--- config.mk ---
export PLATFORM = sky130hd
export DESIGN_NAME = gmw_ctrl_flat
export DESIGN_NICKNAME = d
export VERILOG_FILES = /design/src/rtl/gmw_pkg.sv /design/src/rtl/gmw_if.sv /design/src/rtl/gmw_ctrl.sv /design/src/flat_wrapper.sv
export SDC_FILE = /design/constraint.sdc
export NUM_CORES = 1
export LEC_CHECK = 0
export BUFFER_PORTS_ARGS = -buffer_cell sky130_fd_sc_hd__buf_2
export CAP_MARGIN = 10
export CORE_MARGIN = 2
export CORE_UTILIZATION = 50
export CTS_CLUSTER_SIZE = 10
export DETAILED_ROUTE_END_ITERATION = 7
export GPL_TIMING_DRIVEN = 0
export MAX_ROUTING_LAYER = met4
export PLACE_DENSITY = 0.78
export RECOVER_POWER = 50
export SYNTH_ARGS = -nofsm -noshare
export SYNTH_HDL_FRONTEND = slang
export SYNTH_SLANG_ARGS = --single-unit
--- constraint.sdc ---
create_clock -name clk -period 6.2 [get_ports clk]
set_clock_uncertainty 0.15 [all_clocks]
set_input_delay 1.24 -clock clk [delete_from_list [all_inputs] [get_ports clk]]
set_output_delay 1.24 -clock clk [all_outputs]
set_load 0.03 [all_outputs]
--- src/rtl/gmw_pkg.sv ---
// shared types, constants and helpers for the grid maze wall follower
// no dependencies; used by the interfaces and every module
`default_nettype none

package gmw_pkg;

	localparam int MAX_ROWS = 64;
	localparam int MAX_COLS = 64;
	localparam int ROW_W    = 6;
	localparam int COL_W    = 6;
	localparam int ADDR_W   = ROW_W + COL_W;
	localparam int DEPTH    = MAX_ROWS * MAX_COLS;
	localparam int DIM_W    = 7;

	localparam logic [DIM_W-1:0] MAX_ROWS_DIM = DIM_W'(MAX_ROWS);
	localparam logic [DIM_W-1:0] MAX_COLS_DIM = DIM_W'(MAX_COLS);

	// configuration register indexes
	localparam logic REG_ROWS = 1'b0;
	localparam logic REG_COLS = 1'b1;

	// item modes
	localparam logic [1:0] MODE_WRITE = 2'd0;
	localparam logic [1:0] MODE_START = 2'd1;
	localparam logic [1:0] MODE_STEP  = 2'd2;

	// cell kinds
	localparam logic [1:0] KIND_OPEN  = 2'd0;
	localparam logic [1:0] KIND_WALL  = 2'd1;
	localparam logic [1:0] KIND_START = 2'd2;
	localparam logic [1:0] KIND_EXIT  = 2'd3;

	// headings
	localparam logic [1:0] DIR_N = 2'd0;
	localparam logic [1:0] DIR_E = 2'd1;
	localparam logic [1:0] DIR_S = 2'd2;
	localparam logic [1:0] DIR_W = 2'd3;

	// result status codes
	localparam logic [3:0] ST_WRITTEN  = 4'd0;
	localparam logic [3:0] ST_STARTED  = 4'd1;
	localparam logic [3:0] ST_BAD_EDGE = 4'd2;
	localparam logic [3:0] ST_BAD_CNT  = 4'd3;
	localparam logic [3:0] ST_MOVED    = 4'd4;
	localparam logic [3:0] ST_EXIT     = 4'd5;
	localparam logic [3:0] ST_BACK     = 4'd6;
	localparam logic [3:0] ST_BLOCKED  = 4'd7;
	localparam logic [3:0] ST_INACTIVE = 4'd8;

	localparam logic [1:0] LAST_TRY = 2'd3;

	typedef enum logic [2:0] {
		S_IDLE,
		S_SCAN,
		S_SCAN_END,
		S_SCAN_DONE,
		S_STEP_TRY,
		S_STEP_CHK,
		S_EMIT
	} state_t;

	typedef struct packed {
		logic              we;
		logic              re;
		logic [ADDR_W-1:0] addr;
		logic [1:0]        wdata;
	} mem_req_t;

	typedef struct packed {
		logic [3:0]       status;
		logic [ROW_W-1:0] row;
		logic [COL_W-1:0] col;
		logic [1:0]       dir;
	} result_t;

	// right, forward, left, back relative to the heading
	function automatic logic [1:0] try_dir(input logic [1:0] heading, input logic [1:0] k);
		logic [1:0] d;
		case (k)
			2'd0:    d = heading + 2'd1;
			2'd1:    d = heading;
			2'd2:    d = heading + 2'd3;
			default: d = heading + 2'd2;
		endcase
		return d;
	endfunction

	// register value limited to 1..max
	function automatic logic [DIM_W-1:0] clamp_dim(input logic [DIM_W-1:0] v,
			input logic [DIM_W-1:0] max_v);
		logic [DIM_W-1:0] r;
		if (v == '0) begin
			r = DIM_W'(1);
		end else if (v > max_v) begin
			r = max_v;
		end else begin
			r = v;
		end
		return r;
	endfunction

endpackage

`default_nettype wire

--- src/rtl/gmw_if.sv ---
// valid/ready channel interfaces for command items and result items
// depends on gmw_pkg for field widths
`default_nettype none

interface gmw_in_if;
	logic                      valid;
	logic                      ready;
	logic [1:0]                mode;
	logic [gmw_pkg::ROW_W-1:0] cell_row;
	logic [gmw_pkg::COL_W-1:0] cell_col;
	logic [1:0]                cell_kind;

	modport source (output valid, mode, cell_row, cell_col, cell_kind, input ready);
	modport sink (input valid, mode, cell_row, cell_col, cell_kind, output ready);
endinterface


`default_nettype wire

--- src/rtl/gmw_ctrl.sv ---
// sequencer: cell writes, start scan over the grid, wall-following steps
// depends on gmw_pkg, gmw_if and the grid memory read data
`default_nettype none

module gmw_ctrl (
	input  wire logic                       clk,
	input  wire logic                       arst_n,
	gmw_in_if.sink                          in_ch,
	input  wire logic [gmw_pkg::DIM_W-1:0]  rows_used,
	input  wire logic [gmw_pkg::DIM_W-1:0]  cols_used,
	output gmw_pkg::mem_req_t               mem_req,
	input  wire logic [1:0]                 mem_rdata,
	output logic                            res_valid,
	input  wire logic                       res_ready,
	output gmw_pkg::result_t                res
);

	localparam int RW = gmw_pkg::ROW_W;
	localparam int CW = gmw_pkg::COL_W;
	localparam int DW = gmw_pkg::DIM_W;

	gmw_pkg::state_t state_q, state_d;

	logic [RW-1:0] pos_row_q, origin_row_q, goal_row_q;
	logic [CW-1:0] pos_col_q, origin_col_q, goal_col_q;
	logic [1:0]    heading_q;
	logic          walking_q;
	logic [3:0]    status_q;

	// scan state
	logic [RW-1:0] scan_row_q, row_s1, sr_q, er_q;
	logic [CW-1:0] scan_col_q, col_s1, sc_q, ec_q;
	logic          valid_s1, edge_s1, bad_q;
	logic [1:0]    nstart_q, nexit_q;

	// step state
	logic [1:0]    try_q, cand_dir_s1;
	logic [RW-1:0] cand_row_s1;
	logic [CW-1:0] cand_col_s1;

	logic          accept;
	logic          scan_last, scan_edge;
	logic [DW-1:0] rows_m1, cols_m1;
	logic [1:0]    try_d;
	logic [DW-1:0] nr, nc;
	logic          inb;
	logic          passable;

	function automatic logic mem_mem_kind_is(input logic [1:0] kind);
		return mem_rdata == kind;
	endfunction

	assign accept   = in_ch.valid && in_ch.ready;
	assign rows_m1  = rows_used - DW'(1);
	assign cols_m1  = cols_used - DW'(1);
	assign scan_last = ({1'b0, scan_row_q} == rows_m1) && ({1'b0, scan_col_q} == cols_m1);
	assign scan_edge = (scan_row_q == '0) || ({1'b0, scan_row_q} == rows_m1)
		|| (scan_col_q == '0) || ({1'b0, scan_col_q} == cols_m1);
	assign passable = (mem_rdata != gmw_pkg::KIND_WALL);

	// neighbour in the direction under trial
	always_comb begin
		logic ok;
		try_d = gmw_pkg::try_dir(heading_q, try_q);
		nr = {1'b0, pos_row_q};
		nc = {1'b0, pos_col_q};
		ok = 1'b1;
		case (try_d)
			gmw_pkg::DIR_N: begin
				ok = (pos_row_q != '0);
				nr = {1'b0, pos_row_q} - DW'(1);
			end
			gmw_pkg::DIR_E: nc = {1'b0, pos_col_q} + DW'(1);
			gmw_pkg::DIR_S: nr = {1'b0, pos_row_q} + DW'(1);
			default: begin
				ok = (pos_col_q != '0);
				nc = {1'b0, pos_col_q} - DW'(1);
			end
		endcase
		inb = ok && (nr < rows_used) && (nc < cols_used);
	end

	// next state
	always_comb begin
		state_d = state_q;
		case (state_q)
			gmw_pkg::S_IDLE: begin
				if (accept) begin
					if (in_ch.mode == gmw_pkg::MODE_START) begin
						state_d = gmw_pkg::S_SCAN;
					end else if (in_ch.mode == gmw_pkg::MODE_STEP && walking_q) begin
						state_d = gmw_pkg::S_STEP_TRY;
					end else begin
						state_d = gmw_pkg::S_EMIT;
					end
				end
			end
			gmw_pkg::S_SCAN: begin
				if (scan_last) begin
					state_d = gmw_pkg::S_SCAN_END;
				end
			end
			gmw_pkg::S_SCAN_END:  state_d = gmw_pkg::S_SCAN_DONE;
			gmw_pkg::S_SCAN_DONE: state_d = gmw_pkg::S_EMIT;
			gmw_pkg::S_STEP_TRY: begin
				if (inb) begin
					state_d = gmw_pkg::S_STEP_CHK;
				end else if (try_q == gmw_pkg::LAST_TRY) begin
					state_d = gmw_pkg::S_EMIT;
				end
			end
			gmw_pkg::S_STEP_CHK: begin
				if (passable || try_q == gmw_pkg::LAST_TRY) begin
					state_d = gmw_pkg::S_EMIT;
				end else begin
					state_d = gmw_pkg::S_STEP_TRY;
				end
			end
			gmw_pkg::S_EMIT: begin
				if (res_ready) begin
					state_d = gmw_pkg::S_IDLE;
				end
			end
			default: state_d = gmw_pkg::S_IDLE;
		endcase
	end

	// outputs
	always_comb begin
		in_ch.ready   = 1'b0;
		res_valid     = 1'b0;
		mem_req.we    = 1'b0;
		mem_req.re    = 1'b0;
		mem_req.addr  = {in_ch.cell_row, in_ch.cell_col};
		mem_req.wdata = in_ch.cell_kind;
		case (state_q)
			gmw_pkg::S_IDLE: begin
				in_ch.ready = 1'b1;
				mem_req.we  = in_ch.valid && (in_ch.mode == gmw_pkg::MODE_WRITE);
			end
			gmw_pkg::S_SCAN: begin
				mem_req.re   = 1'b1;
				mem_req.addr = {scan_row_q, scan_col_q};
			end
			gmw_pkg::S_STEP_TRY: begin
				mem_req.re   = inb;
				mem_req.addr = {nr[RW-1:0], nc[CW-1:0]};
			end
			gmw_pkg::S_EMIT: res_valid = 1'b1;
			default: begin
			end
		endcase
	end

	assign res.status = status_q;
	assign res.row    = pos_row_q;
	assign res.col    = pos_col_q;
	assign res.dir    = heading_q;

	always_ff @(posedge clk or negedge arst_n) begin
		if (!arst_n) begin
			state_q <= gmw_pkg::S_IDLE;
		end else begin
			state_q <= state_d;
		end
	end

	// walker and scan datapath
	always_ff @(posedge clk or negedge arst_n) begin
		if (!arst_n) begin
			pos_row_q    <= '0;
			pos_col_q    <= '0;
			heading_q    <= gmw_pkg::DIR_E;
			origin_row_q <= '0;
			origin_col_q <= '0;
			goal_row_q   <= '0;
			goal_col_q   <= '0;
			walking_q    <= 1'b0;
			status_q     <= gmw_pkg::ST_WRITTEN;
			valid_s1     <= 1'b0;
			scan_row_q   <= '0;
			scan_col_q   <= '0;
			bad_q        <= 1'b0;
			nstart_q     <= '0;
			nexit_q      <= '0;
			sr_q         <= '0;
			sc_q         <= '0;
			er_q         <= '0;
			ec_q         <= '0;
			try_q        <= '0;
		end else begin
			valid_s1 <= (state_q == gmw_pkg::S_SCAN);
			// checks on the cell read in the previous cycle
			if (valid_s1) begin
				if (mem_mem_kind_is(gmw_pkg::KIND_START)) begin
					if (nstart_q != 2'd2) begin
						nstart_q <= nstart_q + 2'd1;
					end
					sr_q <= row_s1;
					sc_q <= col_s1;
				end
				if (mem_mem_kind_is(gmw_pkg::KIND_EXIT)) begin
					if (nexit_q != 2'd2) begin
						nexit_q <= nexit_q + 2'd1;
					end
					er_q <= row_s1;
					ec_q <= col_s1;
				end
				if (edge_s1 && mem_mem_kind_is(gmw_pkg::KIND_OPEN)) begin
					bad_q <= 1'b1;
				end
			end
			case (state_q)
				gmw_pkg::S_IDLE: begin
					if (accept) begin
						scan_row_q <= '0;
						scan_col_q <= '0;
						bad_q      <= 1'b0;
						nstart_q   <= '0;
						nexit_q    <= '0;
						try_q      <= '0;
						if (in_ch.mode == gmw_pkg::MODE_WRITE) begin
							status_q <= gmw_pkg::ST_WRITTEN;
						end else begin
							status_q <= gmw_pkg::ST_INACTIVE;
						end
					end
				end
				gmw_pkg::S_SCAN: begin
					if ({1'b0, scan_col_q} == cols_m1) begin
						scan_col_q <= '0;
						scan_row_q <= scan_row_q + RW'(1);
					end else begin
						scan_col_q <= scan_col_q + CW'(1);
					end
				end
				gmw_pkg::S_SCAN_DONE: begin
					if (bad_q) begin
						walking_q <= 1'b0;
						status_q  <= gmw_pkg::ST_BAD_EDGE;
					end else if (nstart_q != 2'd1 || nexit_q != 2'd1) begin
						walking_q <= 1'b0;
						status_q  <= gmw_pkg::ST_BAD_CNT;
					end else begin
						status_q     <= gmw_pkg::ST_STARTED;
						walking_q    <= 1'b1;
						origin_row_q <= sr_q;
						origin_col_q <= sc_q;
						goal_row_q   <= er_q;
						goal_col_q   <= ec_q;
						pos_row_q    <= sr_q;
						pos_col_q    <= sc_q;
						if ({1'b0, sr_q} == rows_m1) begin
							heading_q <= gmw_pkg::DIR_N;
						end else if (sr_q == '0) begin
							heading_q <= gmw_pkg::DIR_S;
						end else if (sc_q == '0) begin
							heading_q <= gmw_pkg::DIR_E;
						end else if ({1'b0, sc_q} == cols_m1) begin
							heading_q <= gmw_pkg::DIR_W;
						end else begin
							heading_q <= gmw_pkg::DIR_E;
						end
					end
				end
				gmw_pkg::S_STEP_TRY: begin
					if (!inb) begin
						if (try_q == gmw_pkg::LAST_TRY) begin
							walking_q <= 1'b0;
							status_q  <= gmw_pkg::ST_BLOCKED;
						end else begin
							try_q <= try_q + 2'd1;
						end
					end
				end
				gmw_pkg::S_STEP_CHK: begin
					if (passable) begin
						heading_q <= cand_dir_s1;
						pos_row_q <= cand_row_s1;
						pos_col_q <= cand_col_s1;
						if (cand_row_s1 == goal_row_q && cand_col_s1 == goal_col_q) begin
							walking_q <= 1'b0;
							status_q  <= gmw_pkg::ST_EXIT;
						end else if (cand_row_s1 == origin_row_q
								&& cand_col_s1 == origin_col_q) begin
							walking_q <= 1'b0;
							status_q  <= gmw_pkg::ST_BACK;
						end else begin
							status_q <= gmw_pkg::ST_MOVED;
						end
					end else if (try_q == gmw_pkg::LAST_TRY) begin
						walking_q <= 1'b0;
						status_q  <= gmw_pkg::ST_BLOCKED;
					end else begin
						try_q <= try_q + 2'd1;
					end
				end
				default: begin
				end
			endcase
		end
	end

	// read-side stage registers, no reset needed
	always_ff @(posedge clk) begin
		row_s1      <= scan_row_q;
		col_s1      <= scan_col_q;
		edge_s1     <= scan_edge;
		cand_row_s1 <= nr[RW-1:0];
		cand_col_s1 <= nc[CW-1:0];
		cand_dir_s1 <= try_d;
	end

endmodule

`default_nettype wire

--- src/flat_wrapper.sv ---
// flat-port wrapper written by rule: the top's interface ports become plain ports
module gmw_ctrl_flat 
  (clk, arst_n, rows_used, cols_used, mem_req, mem_rdata, res_valid, res_ready, res, in_ch_valid, in_ch_mode, in_ch_cell_row, in_ch_cell_col, in_ch_cell_kind, in_ch_ready);
  gmw_in_if in_ch_i ();
  input  wire logic clk;
  input  wire logic arst_n;
  input  wire logic [gmw_pkg::DIM_W-1:0] rows_used;
  input  wire logic [gmw_pkg::DIM_W-1:0] cols_used;
  output gmw_pkg::mem_req_t mem_req;
  input  wire logic [1:0] mem_rdata;
  output logic res_valid;
  input  wire logic res_ready;
  output gmw_pkg::result_t res;
  input wire logic [$bits(in_ch_i.valid)-1:0] in_ch_valid;
  input wire logic [$bits(in_ch_i.mode)-1:0] in_ch_mode;
  input wire logic [$bits(in_ch_i.cell_row)-1:0] in_ch_cell_row;
  input wire logic [$bits(in_ch_i.cell_col)-1:0] in_ch_cell_col;
  input wire logic [$bits(in_ch_i.cell_kind)-1:0] in_ch_cell_kind;
  output wire logic [$bits(in_ch_i.ready)-1:0] in_ch_ready;
  assign in_ch_i.valid = in_ch_valid;
  assign in_ch_i.mode = in_ch_mode;
  assign in_ch_i.cell_row = in_ch_cell_row;
  assign in_ch_i.cell_col = in_ch_cell_col;
  assign in_ch_i.cell_kind = in_ch_cell_kind;
  assign in_ch_ready = in_ch_i.ready;
  gmw_ctrl u_core (.clk(clk), .arst_n(arst_n), .in_ch(in_ch_i), .rows_used(rows_used), .cols_used(cols_used), .mem_req(mem_req), .mem_rdata(mem_rdata), .res_valid(res_valid), .res_ready(res_ready), .res(res));
endmodule
==> results.sh, run 1 <==
export IMPL_final_core_util_pct=64.6
export IMPL_postCtsHoldBufs=0
export IMPL_fin_crit_sh_pct=98.8
export IMPL_power_density_nw_per_um2=632
export IMPL_crit_path_cell_trace="inv_2 -> ha_2 -> or3b_4 -> nand2_4 -> buf_8 -> buf_8 -> ha_4 -> inv_4 -> ha_1 -> a21o_1 -> a21oi_2 -> o21bai_1 -> a21oi_1 -> xor2_1 -> o21ai_2 -> ha_4 -> nand2_1 -> o22ai_2 -> a2111oi_4 -> o21ai_4 -> nor2_4 -> nand2_4 -> nand2_2 -> buf_6"
export IMPL_drt_total_wl_um=19700
export IMPL_initial_core_util_pct=51.6
export IMPL_drv_cap=2
export IMPL_clk_pin_slew_ns=0.06
export IMPL_start_kind="flip-flop"
export IMPL_area_growth_syn_to_layout_pct=25.1
export IMPL_setup_ws_ns=0.0720
export IMPL_syn_area_um2=6920
export IMPL_clk_latency_ns=0.42
export IMPL_grt_pass1_vias=5765
export IMPL_final_common_cell="dfrtp_1"
export IMPL_layout_common_cells="dfrtp_1 (87), buf_2 (67), nand2_1 (66), mux2_2 (50), nor2_1 (42)"
export IMPL_tightest_slew_ns=2.99
export IMPL_num_rows=42
export IMPL_clock_sinks=117
export IMPL_drtIter0Drc=582
export IMPL_fillers=992
export IMPL_max_clock_path_buffers=2
export IMPL_synth_ff_type="dfrtp_1"
export IMPL_finalNetCount=899
export IMPL_synth_cells=700
export IMPL_io_pins=72
export IMPL_placed_cell_area_um2=7510
export IMPL_cts_buffers=17
export IMPL_status="finished, violations left"
export IMPL_hold_viol_final=0
export IMPL_viasPerCell=5.85
export IMPL_antenna_found_initial=0
export IMPL_grt_max_degree=56
export IMPL_async_reset_ff_share_pct=76.9
export IMPL_ys_seq_area_share_pct=40.4
export IMPL_maxSlewHeadroom_pct=-99.2
export IMPL_wl_per_cell_um=19.5
export IMPL_core_area_um2=13400
export IMPL_worst_path_max_fanout=10
export IMPL_final_area_um2=8650
export IMPL_htree_levels=4
export IMPL_drc=0
export IMPL_synth_cell_type_count=68
export IMPL_n_antenna_cell=0
export IMPL_fin_crit_ns=6.13
export IMPL_dr_pass1_iters=8
export IMPL_die_area_um2=14800
export IMPL_antenna_left=0
export IMPL_gp_congestion=0.927
export IMPL_syn_area_per_cell_um2=9.88
export IMPL_fmax_mhz=163
export IMPL_power_leakage_nw=4.23
export IMPL_synth_edf_count=0
export IMPL_worstPathArrival_ns=4.74
export IMPL_portBuffers=67
export IMPL_tritoncts="done"
export IMPL_ir_drop_uv=337
export IMPL_violations="max-capacitance violations, max-slew violations"
export IMPL_hpwl_um=13700
export IMPL_synth_ff_latch_count=117
export IMPL_grt_overflow=0
export IMPL_pre_cts_ws_ns=-1.07
export IMPL_clock_root_buffer="clkbuf_16"
export IMPL_yosys_warnings=0
export IMPL_cpPeakStageDelay_ns=0.44
export IMPL_drive_above_1_share_pct=30.2
export IMPL_worst_path_max_delay_cell="dfrtp_2"
export IMPL_syn_nets=778
export IMPL_grt_usage_pct=27.4
export IMPL_maxSlewViolCount=93
export IMPL_grt_pass1_wl_um=29900
export IMPL_setup_viol=0
export IMPL_crit_type="reg2out"
export IMPL_hp_class="reg2reg"
export IMPL_die_w_um=122
export IMPL_critical_path_required_ns=4.81
export IMPL_via_count=5910
export IMPL_die_h_um=122
export IMPL_endpoint_kind="output port"
## path summary, 6_finish.rpt
check | end | cells after the start | start | slack, ns
hold / removal | u_core.col_s1[2] | 0 | u_core.scan_col_q[2] | 0.22
min in group asynchronous | u_core.nexit_q[0] | 1 | arst_n | 1.19
hold reg to reg | u_core.col_s1[2] | 0 | u_core.scan_col_q[2] | 0.22
setup / recovery | mem_req[14] | 24 | u_core.try_q[1] | 0.07
setup reg to reg | u_core.state_q[2] | 34 | u_core.try_q[1] | 0.17
max in group asynchronous | u_core.try_q[1] | 2 | arst_n | 0.88
## cell type report
type	count	area, µm²	area share, %
plain buffers	30	173	2.00
clock buffers	17	425	4.92
clock inverters	15	170	1.97
inverters	40	160	1.85
multi-input cells	513	4100	47.4
flip-flops and latches	117	2800	32.3
well taps	176	220	2.55
repair buffers	102	607	7.01
## through the flow
stage                     cells  hold WS (ns)  total power [mW]  TNS (ns)
final                      1010         0.219              5.47         0
after global routing       1010         0.229              5.74   -0.0883
after CTS                   997         0.223              4.99         0
after detailed placement    945         0.202              3.33     -1.09
after global placement      943         0.199              3.28     -1.05
after floorplan             700         0.192              2.68         0
## critical path: cells and delay by family, from the launching register on
| kind | cells | cell delay, ns |
|---|---|---|
| AOI/OAI and AO/OA | 8 | 1.34 |
| and+or+nand+nor | 6 | 0.94 |
| xor gates and xnor gates | 1 | 0.23 |
| buffers and inverters | 5 | 0.50 |
| adders and majority gates | 4 | 0.85 |
| DFF | 1 | 0.44 |
## cell families after synthesis
group | after synthesis | share of synthesized area, %
fa+ha+maj | 42 | 7.82
buf+inv | 70 | 4.18
flops | 117 | 40.4
mux | 69 | 10.9
simple gates | 195 | 13.9
xor+xnor | 72 | 9.44
compound gates | 135 | 13.4
## sequential cells by signal, summed over array words and instances (netlist names), 3 cells and up
signal / flops
u_core.col_s1: 6
u_core.sc_q: 6
u_core.state_q: 3
u_core.goal_row_q: 6
u_core.origin_col_q: 6
u_core.row_s1: 6
u_core.scan_row_q: 6
u_core.sr_q: 6
u_core.status_q: 4
u_core.cand_col_s1: 6
u_core.er_q: 6
u_core.origin_row_q: 6
u_core.pos_col_q: 6
u_core.scan_col_q: 6
u_core.ec_q: 6
u_core.goal_col_q: 6
u_core.cand_row_s1: 6
u_core.pos_row_q: 6
## power breakdown
| group | switching, mW | internal [mW] |
|---|---|---|
| Combinational | 1.90 | 1.47 |
| Clock | 0.383 | 0.602 |
| Sequential | 0.181 | 0.928 |
## layer usage
| layer | track usage, % | wire [µm] | vias up |
|---|---|---|---|
| met5 | - | 0 | - |
| met4 | 12.7 | 792 | 0 |
| met3 | 4.68 | 1250 | 59 |
| met2 | 45.6 | 9810 | 287 |
| met1 | 32.7 | 7800 | 2843 |
| li1 | - | - | 2721 |
## synthesized netlist by cell type, drive strengths merged, types with 6 or more instances
cell / n / area, µm²
dfrtp: 89 / 2230
nand2: 70 / 263
mux2: 50 / 563
nor2: 44 / 165
o21ai: 42 / 210
xnor2: 41 / 382
ha: 40 / 500
inv: 40 / 150
xor2: 31 / 272
dfxtp: 27 / 541
a21oi: 26 / 141
clkbuf: 21 / 78.8
mux2i: 19 / 190
nand3: 13 / 65.1
nor3: 13 / 81.3
a21o: 11 / 82.6
buf: 9 / 60.1
nand4: 9 / 56.3
nor4: 9 / 56.3
nand2b: 8 / 50.1
nor2b: 8 / 50.1
a31oi: 6 / 37.5
o31ai: 6 / 50.1
## repair_timing
item / CTS / global route
resized for setup: 48 / 32
endpoints found under the setup margin: 2 / 3
cloned: 0 / 0
buffers inserted: 20 / 14
pin swaps: 12 / 33
Power figures use the tool's default switching activity.
==> run 2: changes to the inputs <==
--- a/config.mk
+++ b/config.mk
@@ -6,14 +6,14 @@
 export NUM_CORES = 1
 export LEC_CHECK = 0
 export BUFFER_PORTS_ARGS = -buffer_cell sky130_fd_sc_hd__buf_2
-export CAP_MARGIN = 10
+export CAP_MARGIN = 20
 export CORE_MARGIN = 2
 export CORE_UTILIZATION = 50
 export CTS_CLUSTER_SIZE = 10
 export DETAILED_ROUTE_END_ITERATION = 7
 export GPL_TIMING_DRIVEN = 0
 export MAX_ROUTING_LAYER = met4
-export PLACE_DENSITY = 0.78
+export PLACE_DENSITY = 0.7
 export RECOVER_POWER = 50
 export SYNTH_ARGS = -nofsm -noshare
 export SYNTH_HDL_FRONTEND = slang
==> constraint.sdc (replaced) <==
create_clock -name clk -period 4.9 [get_ports clk]
set_clock_uncertainty 0.15 [all_clocks]
set_input_delay 0.98 -clock clk [delete_from_list [all_inputs] [get_ports clk]]
set_output_delay 0.98 -clock clk [all_outputs]
set_load 0.03 [all_outputs]
==> results.sh, run 2 (same netlist as run 1, synthesis figures left out) <==
export IMPL_status="finished, violations left"
export IMPL_violations="max-capacitance violations, max-slew violations, negative setup slack"
export IMPL_worst_path_max_fanout=9
export IMPL_wl_per_cell_um=18.9
export IMPL_hold_path_end="u_core.col_s1[3]"
export IMPL_cts_buffers=17
export IMPL_grt_setup_unrepaired="yes"
export IMPL_hpwl_um=14100
export IMPL_io_pins=72
export IMPL_tns_ns=-0.994
export IMPL_critical_path_top_delay_family="compound AO/OA/AOI/OAI gates"
export IMPL_min_delay_start="u_core.scan_col_q[3]"
export IMPL_fin_crit_ns=5.80
export IMPL_maxSlewHeadroom_pct=-14.4
export IMPL_worst_path_max_delay_cell="dfrtp_1"
export IMPL_core_area_um2=13400
export IMPL_final_area_um2=8580
export IMPL_ir_drop_uv=289
export IMPL_portBuffers=67
export IMPL_grt_max_degree=71
export IMPL_multi_input_area_um2=4140
export IMPL_die_h_um=122
export IMPL_power_internal_mw=3.55
export IMPL_die_area_um2=14800
export IMPL_drv_cap=1
export IMPL_power_frac_comb_pct=60.1
export IMPL_clk_latency_ns=0.41
export IMPL_antenna_found_initial=0
export IMPL_area_growth_syn_to_layout_pct=24.1
export IMPL_grt_usage_pct=27.5
export IMPL_setup_viol=4
export IMPL_power_leakage_nw=4.16
export IMPL_die_w_um=122
export IMPL_clock_root_buffer="clkbuf_16"
export IMPL_grt_overflow=0
export IMPL_via_count=5676
export IMPL_n_antenna_cell=0
export IMPL_start_kind="flip-flop"
export IMPL_top_layer="met4"
export IMPL_r2r_start="u_core.try_q[1]"
export IMPL_maxSlewViolCount=71
export IMPL_clock_sinks=117
export IMPL_final_seq_area_um2=2790
export IMPL_gp_congestion=0.942
export IMPL_regToRegSetupSlack_ns=-0.03
export IMPL_clk_pin_slew_ns=0.05
export IMPL_setup_ws_ns=-0.904
export IMPL_crit_path_cell_trace="buf_4 -> ha_4 -> or3_4 -> nand2_2 -> inv_2 -> ha_4 -> inv_4 -> ha_4 -> a21oi_2 -> o21bai_2 -> a21o_1 -> a21oi_2 -> xnor2_1 -> nor2_1 -> ha_1 -> a211oi_2 -> nand2_1 -> a2111oi_4 -> o21ai_4 -> nor2_4 -> nand2_2 -> nand2_4 -> buf_6"
export IMPL_antenna_left=0
export IMPL_fillers=1086
export IMPL_drt_total_wl_um=18900
export IMPL_drc=0
export IMPL_rr_worst_depth=24
export IMPL_pre_cts_ws_ns=-1.20
export IMPL_final_core_util_pct=64.0
export IMPL_wl_met1_um=8390
export IMPL_tritoncts="done"
export IMPL_placed_cell_area_um2=7660
export IMPL_final_common_cell="dfrtp_1"
export IMPL_critical_path_required_ns=3.77
export IMPL_drtIter0Drc=369
export IMPL_power_density_nw_per_um2=757
export IMPL_met2_length_um=9020
export IMPL_hp_class="reg2reg"
export IMPL_timing_hold_ws_ns=0.214
export IMPL_hold_depth=0
export IMPL_swShare_pct=45.3
export IMPL_dr_pass1_iters=5
export IMPL_endpoint_kind="output port"
export IMPL_fin_crit_sh_pct=118
export IMPL_viasPerCell=5.69
export IMPL_crit_type="reg2out"
export IMPL_initial_core_util_pct=51.6
export IMPL_cpPeakStageDelay_ns=0.41
export IMPL_r2r_end="u_core.try_q[0]"
export IMPL_tightest_slew_ns=1.72
export IMPL_grt_pass1_wl_um=29800
export IMPL_worstPathArrival_ns=4.67
export IMPL_drive_above_1_share_pct=29.5
export IMPL_max_clock_path_buffers=2
export IMPL_p_seq_share_pct=21.5
export IMPL_finalNetCount=886
export IMPL_crit_path_frequent_cell="ha_4"
export IMPL_hold_viol_final=0
export IMPL_cp_num_buf_inv=4
export IMPL_fmax_mhz=172
export IMPL_layout_common_cells="dfrtp_1 (89), nand2_1 (66), buf_2 (66), mux2_2 (50), nor2_1 (42)"
export IMPL_p_switching_mw=2.95
export IMPL_num_rows=42
export IMPL_htree_levels=4
export IMPL_wl_met3_um=854
export IMPL_pwr_share_clk_pct=18.4
export IMPL_grt_pass1_vias=5711
-- run 2: how the worst max path moves through the flow --
stage | depth (start not counted) | startpoint | slack (ns) | endpoint
2_1_floorplan | 21 | u_core.heading_q[0] | -0.21 | mem_req[14]
3_3_place_gp | 25 | u_core.try_q[0] | -1.06 | mem_req[14]
3_5_place_dp | 24 | u_core.try_q[0] | -1.20 | mem_req[14]
4_1_cts | 26 | u_core.try_q[1] | -0.88 | mem_req[14]
5_1_grt | 26 | u_core.try_q[0] | -1.13 | mem_req[14]
6_report | 23 | u_core.try_q[1] | -0.90 | mem_req[14]
-- run 2: layout make-up --
class | instances | area share (%)
inverters | 40 | 1.84
clock inverters | 12 | 1.52
well taps | 176 | 2.57
clock buffers | 20 | 5.21
repair buffers | 89 | 5.92
flip-flops and latches | 117 | 32.6
multi-input cells | 513 | 48.3
plain buffers | 30 | 2.11
-- run 2: metrics by stage --
step                      power (mW)  std cells
final                           6.50        997
after detailed placement        4.48        945
after global placement          4.39        943
after global routing            6.87        997
after CTS                       6.38        999
after floorplan                 3.60        700
-- run 2: metal layers --
layer | global-route usage (%) | up-vias
li1 | - | 2686
met1 | 35.4 | 2779
met2 | 43.3 | 172
met3 | 4.45 | 39
met4 | 12.1 | 0
met5 | - | -
-- run 2: power by group through the flow --
stage | Sequential [mW] | Combinational [mW] | Clock [mW]
5_1_grt | 1.42 | 4.19 | 1.26
6_report | 1.40 | 3.91 | 1.20
4_1_cts | 1.39 | 3.78 | 1.21
3_3_place_gp | 1.39 | 3.00 | 0
2_1_floorplan | 1.43 | 2.18 | 0
3_5_place_dp | 1.40 | 3.08 | 0
-- run 2: worst register-to-register path, stage by stage (launching register included) --
cell and delay [ns]:
dfrtp_1 0.41, buf_4 0.15, ha_4 0.16, or3_4 0.40, nand2_2 0.10, inv_2 0.12
ha_4 0.21, inv_4 0.09, ha_4 0.22, a21oi_2 0.15, o21bai_2 0.10, a21o_1 0.19
a21oi_2 0.13, xnor2_1 0.13, nor2_1 0.07, ha_1 0.31, a211oi_2 0.29, nand2_1 0.12
a2111oi_4 0.34, o21ai_4 0.15, buf_4 0.16, buf_6 0.13, o311ai_4 0.33, nor2_1 0.08
a2bb2oi_1 0.14
-- run 2: repair_timing --
action,4_1_cts,5_1_grt
resized for setup,25,26
setup buffers,22,8
setup endpoints to repair,12,13
pin swaps,23,37
hold buffers,0,0
